$ cat src/rtl/sit_pkg.sv
`default_nettype none

package sit_pkg;

   // Coordinate width and the exact widths that follow from it
   localparam int COORD_WIDTH = 16;
   localparam int DIFF_W      = COORD_WIDTH + 1;
   localparam int PROD_W      = 2 * DIFF_W;
   localparam int CROSS_W     = PROD_W + 1;
   localparam int BOUND_W     = DIFF_W + CROSS_W;

   // Register stages between the request and the response port
   localparam int PIPE_DEPTH  = 6;

   typedef logic signed [COORD_WIDTH-1:0] coord_type;
   typedef logic signed [DIFF_W-1:0]      diff_type;
   typedef logic signed [PROD_W-1:0]      prod_type;
   typedef logic signed [CROSS_W-1:0]     cross_type;
   typedef logic signed [BOUND_W-1:0]     bound_type;

   // Endpoints of both segments as one word
   typedef struct packed {
      coord_type a_x;
      coord_type a_y;
      coord_type b_x;
      coord_type b_y;
      coord_type c_x;
      coord_type c_y;
      coord_type d_x;
      coord_type d_y;
   } seg_type;

   // Box corners of both segments, relative to point A
   typedef struct packed {
      diff_type a_lo_x;
      diff_type a_hi_x;
      diff_type c_lo_x;
      diff_type c_hi_x;
      diff_type a_lo_y;
      diff_type a_hi_y;
      diff_type c_lo_y;
      diff_type c_hi_y;
   } box_type;

   // Determinant, intersection numerator and what the bound checks still need
   typedef struct packed {
      diff_type  rx;
      diff_type  ry;
      cross_type den;
      cross_type tn;
      box_type   box;
   } xprod_type;

endpackage

`default_nettype wire

$ cat src/rtl/sit_cross.sv
`default_nettype none

// Stages one to three: differences and box corners, cross products,
// determinant and intersection numerator.
module sit_cross import sit_pkg::*; (
   input  logic      clock,
   input  logic      reset,
   input  logic      in_valid,
   output logic      in_ready,
   input  seg_type   seg,
   output logic      out_valid,
   input  logic      out_ready,
   output xprod_type xprod
);

   typedef struct packed {
      diff_type rx;
      diff_type ry;
      diff_type sx;
      diff_type sy;
      diff_type qx;
      diff_type qy;
      box_type  box;
   } diffs_type;

   typedef struct packed {
      diff_type rx;
      diff_type ry;
      prod_type rx_sy;
      prod_type ry_sx;
      prod_type qx_sy;
      prod_type qy_sx;
      box_type  box;
   } prods_type;

   function automatic diff_type sub_c(coord_type p, coord_type q);
      return DIFF_W'(p) - DIFF_W'(q);
   endfunction

   function automatic coord_type min_c(coord_type p, coord_type q);
      return (p < q) ? p : q;
   endfunction

   function automatic coord_type max_c(coord_type p, coord_type q);
      return (p < q) ? q : p;
   endfunction

   function automatic prod_type mul_d(diff_type p, diff_type q);
      return PROD_W'(p) * PROD_W'(q);
   endfunction

   logic      v1_ff, v2_ff, v3_ff;
   logic      rdy1, rdy2, rdy3;
   diffs_type s1_in, s1_ff;
   prods_type s2_in, s2_ff;
   xprod_type s3_in, s3_ff;

   // Advance a stage when it is empty or its successor moves
   assign rdy3     = !v3_ff || out_ready;
   assign rdy2     = !v2_ff || rdy3;
   assign rdy1     = !v1_ff || rdy2;
   assign in_ready = rdy1;

   // Stage one: direction vectors, offset of C, box corners against A
   always_comb begin
      s1_in.rx         = sub_c(seg.b_x, seg.a_x);
      s1_in.ry         = sub_c(seg.b_y, seg.a_y);
      s1_in.sx         = sub_c(seg.d_x, seg.c_x);
      s1_in.sy         = sub_c(seg.d_y, seg.c_y);
      s1_in.qx         = sub_c(seg.c_x, seg.a_x);
      s1_in.qy         = sub_c(seg.c_y, seg.a_y);
      s1_in.box.a_lo_x = sub_c(min_c(seg.a_x, seg.b_x), seg.a_x);
      s1_in.box.a_hi_x = sub_c(max_c(seg.a_x, seg.b_x), seg.a_x);
      s1_in.box.c_lo_x = sub_c(min_c(seg.c_x, seg.d_x), seg.a_x);
      s1_in.box.c_hi_x = sub_c(max_c(seg.c_x, seg.d_x), seg.a_x);
      s1_in.box.a_lo_y = sub_c(min_c(seg.a_y, seg.b_y), seg.a_y);
      s1_in.box.a_hi_y = sub_c(max_c(seg.a_y, seg.b_y), seg.a_y);
      s1_in.box.c_lo_y = sub_c(min_c(seg.c_y, seg.d_y), seg.a_y);
      s1_in.box.c_hi_y = sub_c(max_c(seg.c_y, seg.d_y), seg.a_y);
   end

   // Stage two: the four cross-product terms
   always_comb begin
      s2_in.rx    = s1_ff.rx;
      s2_in.ry    = s1_ff.ry;
      s2_in.rx_sy = mul_d(s1_ff.rx, s1_ff.sy);
      s2_in.ry_sx = mul_d(s1_ff.ry, s1_ff.sx);
      s2_in.qx_sy = mul_d(s1_ff.qx, s1_ff.sy);
      s2_in.qy_sx = mul_d(s1_ff.qy, s1_ff.sx);
      s2_in.box   = s1_ff.box;
   end

   // Stage three: determinant and numerator of the line parameter
   always_comb begin
      s3_in.rx  = s2_ff.rx;
      s3_in.ry  = s2_ff.ry;
      s3_in.den = CROSS_W'(s2_ff.rx_sy) - CROSS_W'(s2_ff.ry_sx);
      s3_in.tn  = CROSS_W'(s2_ff.qx_sy) - CROSS_W'(s2_ff.qy_sx);
      s3_in.box = s2_ff.box;
   end

   // Valid bits
   always_ff @(posedge clock) begin
      if (reset) begin
         v1_ff <= 1'b0;
         v2_ff <= 1'b0;
         v3_ff <= 1'b0;
      end else begin
         if (rdy1) begin
            v1_ff <= in_valid;
         end
         if (rdy2) begin
            v2_ff <= v1_ff;
         end
         if (rdy3) begin
            v3_ff <= v2_ff;
         end
      end
   end

   // Payload, held while the stage stalls
   always_ff @(posedge clock) begin
      if (rdy1) begin
         s1_ff <= s1_in;
      end
      if (rdy2) begin
         s2_ff <= s2_in;
      end
      if (rdy3) begin
         s3_ff <= s3_in;
      end
   end

   assign out_valid = v3_ff;
   assign xprod     = s3_ff;

endmodule

`default_nettype wire

$ cat config.mk
export PLATFORM = sky130hd
export DESIGN_NAME = sit_cross
export DESIGN_NICKNAME = d
export VERILOG_FILES = /design/src/rtl/sit_pkg.sv /design/src/rtl/sit_cross.sv
export SDC_FILE = /design/constraint.sdc
export NUM_CORES = 2
export LEC_CHECK = 0
export BUFFER_PORTS_ARGS = -buffer_cell sky130_fd_sc_hd__buf_2
export CORE_ASPECT_RATIO = 1.5
export CORE_MARGIN = 2
export CORE_UTILIZATION = 40
export DETAILED_ROUTE_END_ITERATION = 6
export GPL_TIMING_DRIVEN = 1
export PLACE_DENSITY_LB_ADDON = 0.3
export SETUP_SLACK_MARGIN = 0.4
export SLEW_MARGIN = 30
export SYNTH_ARGS = -nofsm -noshare
export SYNTH_HDL_FRONTEND = slang
export SYNTH_SLANG_ARGS = --single-unit
$ cat constraint.sdc
create_clock -name clock -period 13.9 [get_ports clock]
set_input_delay 2.78 -clock clock [delete_from_list [all_inputs] [get_ports clock]]
set_output_delay 2.78 -clock clock [all_outputs]
set_load 0.02 [all_outputs]
; ---- Word-level counts from Yosys, hierarchy flattened
; Index checks and enable logic that the tools add are counted.
[word_totals]
word_cells = 81
reg_bits = 787
latch_bits = 0
output_inout_bits = 242
mem_bits_rw = 0
mem_bits_ro = 0
inputBits = 132
mem_count = 0
[classes]
eq_ne = 0
div_mod_pow = 0
n_shift = 0
order_cmp = 4
n_mux = 8
bitwise = 0
n_addsub = 16
multipliers = 4
reduce_logical = 6
[ops]
columns = op, n
row1 = 16-bit by 16-bit subtractor with 17-bit output, 14
row2 = 17-bit by 17-bit multiplier with 34-bit output, 4
row3 = 16-bit 2-to-1 mux, 8
row4 = 34-bit by 34-bit subtractor with 35-bit output, 2
row5 = 16-bit < comparator, 4
row6 = 1-bit logical NOT, 3
row7 = 1-bit logical OR, 3

; ---- Depth between registers and ports, before layout
[logic_depth]
depth_word = 4
ltp_mapped = 26
ltp_nobuf = 25

; ---- Worst setup path before layout
; OpenSTA, ideal clock, no wires.
[synth_path]
path_type = input to output
start = in out_ready
end = out in_ready
slack_ns = 3.000
t_required_ns = 11.120
cell_stages = 3
t_arrival_ns = 8.120
cell_sequence = nor2b_1 -> and2_1 -> nand2_1
[synth_between]
elab_chain_len = 3
[synth_rtl]
columns = element, line_no
row1 = from (decl), sit_cross.sv:12  ; input logic out_ready,
row2 = 1-bit logical OR, sit_cross.sv:59  ; assign rdy3 = !v3_ff || out_ready;
row3 = 1-bit logical OR, sit_cross.sv:60  ; assign rdy2 = !v2_ff || rdy3;
row4 = 1-bit logical OR, sit_cross.sv:61  ; assign rdy1 = !v1_ff || rdy2;
row5 = to (decl), sit_cross.sv:9  ; output logic in_ready,
; Every way passes these cells.

==> qor.csv <==
stage,metric,value,unit
status,status,finished clean,
clock_tree,Max Root-Sink Buffers,3,
floorplanning,CORE AREA,203400,um^2
sta,final hold viol count,0,
synthesis,adder-cell share of the synthesized area,39.08,%
worst_setup_path,CP Capture Point,s1_ff[118],
worst_setup_path,Worst Setup SP,seg[113],
synthesis,compound-gate portion of the synthesized area,7.138,%
grt,GRT Total Usage,21.76,%
worst_setup_path,Setup crit start kind,input port,
finish,nets,9900,
job,max_cap viols,0,
worst_setup_path,Setup CP Type,input port to register,
synthesis,cell count after synthesis,7614,
min_path,hold crit path type,register to register,
worst_setup_path,worst-path cell chain,buf_2 > inv_1 > ha_1 > nor2b_1 > o21ai_1 > a21boi_0 > o21ai_1 > a21oi_2 > a2111oi_0 > nor3b_1 > o31ai_4 > buf_4 > mux2_2 > ha_1 > a21o_1 > a21oi_1 > o21bai_1 > a21oi_1 > o211a_1 > o21ai_0 > nor4_1 > nor4b_1 > o21ai_0 > a31o_2,
finish,synth-to-layout area growth,9.522,%
clock_tree,post-CTS sizing,0,
synthesis,post-synth top area share,29.40,%
synthesis,Syn Area/Cell,10.73,um^2
synthesis,largest cells by area after synthesis,"fa_1 29%, edfxtp_1 29%, ha_1 9.7%",
clock_tree,# hold bufs at CTS,0,
floorplanning,effective utilization at floorplan,40.16,%
route,routed vias,55492,
place,Buffers on Ports,373,
worst_setup_path,slowest cell on the critical path,a2111oi_0,
floorplanning,Site Rows,203,
route,Via density,5.195,
worst_setup_path,worst r2r src,s1_ff[228],
synthesis,Mapped Nets,9578,
synthesis,synth unique cells,96,
grt,initial antenna violation count,40,
floorplanning,Top Ports,374,
clock_tree,CTS H-tree depth,3,
place,GPL Wtd Cong,0.8858,
floorplanning,die span in x,373.0,um
synthesis,sequential area share after synthesis,28.89,%
synthesis,Synth Warn #,0,
worst_setup_path,"Req. time, crit path",14.36,ns
clock_tree,clk sink count,787,
worst_setup_path,Buf/Inv on CP,3,
grt,routing usage on met1,25.86,%
synthesis,"EDFF count, synth",784,
clock_tree,CTS buffer count,85,
sta,Setup Total Neg Slack,0,ns
worst_setup_path,critical-path maximum fanout,46,
route,Residual DRC,0,
route,1st-iter DRT viols,3503,
synthesis,Yosys reg bits,787,
worst_setup_path,critical path endpoint category,register,
grt,grt ovf,0,
synthesis,Post-synth ARST share,0,%
synthesis,largest family of logic cells by synthesized area,adder cells,
worst_setup_path,worst r2r dst,s2_ff[270],
sta,Least-Margin Pin Slew,1.203,ns
synthesis,xor/xnor share of the synthesized area,3.783,%
worst_setup_path,Max stage delay on crit path,0.49,ns
place,Final HPWL DP,172700,um
sta,Final period util,59.61,%
clock_tree,worst skew pair latency,0.71,ns
sta,Final Critical Period,8.286,ns
sta,RSZ-0062 raised after global routing,false,
synthesis,most common cell in the netlist,inv_1,
sta,max-slew violation count,0,
grt,GRT busiest layer,met2,
grt,vias in the first global route,59704,
sta,Fin Clk Skew,0.03231,ns
sta,Achievable Freq,120.7,MHz
grt,GR Util met3,3.662,%
synthesis,cell taking the most area after synthesis,fa_1,
clock_tree,CTS root buffer,clkbuf_16,
synthesis,mux cell area share after synthesis,1.342,%
grt,first-pass GRT wire length,346900,um
synthesis,synthesized cell area,81700,um^2
floorplanning,DIE AREA,208000,um^2
worst_setup_path,Crit. path cell count,24,
floorplanning,Die Ht,557.5,um
synthesis,Post-synth top flop,edfxtp_1,
worst_setup_path,r2r setup slk,6.02,ns
worst_setup_path,WP data arrival,8.75,ns
route,routed wire length,224400,um
grt,largest net degree at the start of global routing,83,
clock_tree,setup repair bufs after CTS,0,
route,DRT antenna net count,0,
synthesis,Simple-Gate Fraction of Synth Area,12.00,%
clock_tree,CTS clock-pin slew for the worst setup and hold paths,0.06,ns
route,wire per inst,21.01,um
finish,layout cells sized above 1,8.894,%
synthesis,list of most frequent post-synthesis cells,"1,474 x inv_1, 1,200 x fa_1, 784 x edfxtp_1",
sta,worst rel slew slack,19.25,%
worst_setup_path,reg2reg path depth,22,
clock_tree,CTS tree,yes,
grt,GR Layer Usage met2,38.56,%
route,1st-pass router iterations,6,
worst_setup_path,Crit path max-delay family,compound AO/OA/AOI/OAI gates,
sta,Final setup viols,0,
## worst min path at each step
stage	start	slack, ns	to	cells past startpoint
detailed placement	s1_ff[119]	0.40	s2_ff[119]	0
CTS	s1_ff[18]	0.41	s2_ff[18]	0
floorplan	s1_ff[0]	0.40	s2_ff[0]	0
global route	s2_ff[292]	0.42	xprod[226]	0
finish	s1_ff[48]	0.41	s2_ff[48]	0
global placement	s1_ff[18]	0.40	s2_ff[18]	0
## metal layers
metal	vias to the layer above	wire length, um	part of all wire, %
li1	25088	-	-
met5	-	264	0.12
met3	449	12810	5.7
met4	42	10660	4.8
met2	1609	113400	51
met1	28304	87290	39
## cell type report
cell class,count,area (um^2)
timing repair buffer,435,2340
inverter,1476,5555
tap,2665,3334
clock inverter,56,640.6
fill,19251,114000
multi-input combinational,5151,51800
clock buffer,100,2183
sequential,787,23600
antenna,11,27.53
## state kept, by name (all words and copies together), names as in the netlist
signal,cells
out_valid,1
s1_ff,238
v2_ff,1
xprod,240
v1_ff,1
s2_ff,306
## metrics by stage
stage                     worst slack (ns)  std cells  area, um^2  hold slack, ns  util (%)
after floorplan                      3.000       7614       81700          0.4003         -
after detailed placement             4.910      10513       86620          0.4045     42.57
after CTS                            5.693      10669       89440          0.4118     43.96
after global placement               5.049      10513       86590          0.4011     42.56
final                                5.614      10681       89480          0.4061     43.98
after global routing                 5.107      10674       89460          0.4186     43.97
## layout by cell type, fill, tap and decap left out, types with 11 or more instances in the layout
master and instances:
clkinv_1 13, ha_1 632, mux2i_1 15, diode_2 11
and3_1 42, a41oi_1 13, clkbuf_1 15, a211oi_1 37
fa_1 1200, o31a_1 12, nand4_1 41, a21o_1 136
or3_1 22, inv_1 1472, xor2_1 87, nor2_1 280
a21boi_0 20, o21ai_0 177, buf_4 61, and2_1 587
a31oi_1 15, nor3_1 76, mux2_2 84, nand2_1 703
a21oi_1 254, edfxtp_1 784, o31ai_1 11, o21a_1 37
nor2b_1 45, buf_2 373, nand3_1 82, nand2b_1 57
or2_2 12, o211ai_1 12, a31o_2 15, clkbuf_16 85
o21bai_1 44, xnor2_1 261, clkinv_2 11
## cells by family (layout without fill, tap and decap cells)
group / count (synthesis) / in the layout
fa+ha+maj: 1832 / 1832
flops: 787 / 787
compound gates: 886 / 886
buf+inv: 1676 / 2067
xor+xnor: 352 / 352
mux: 99 / 99
other cells: 0 / 11
simple gates: 1982 / 1982
Power is not shown: default switching activity piles up to over one toggle a cycle in this logic, so the estimate is an artifact.
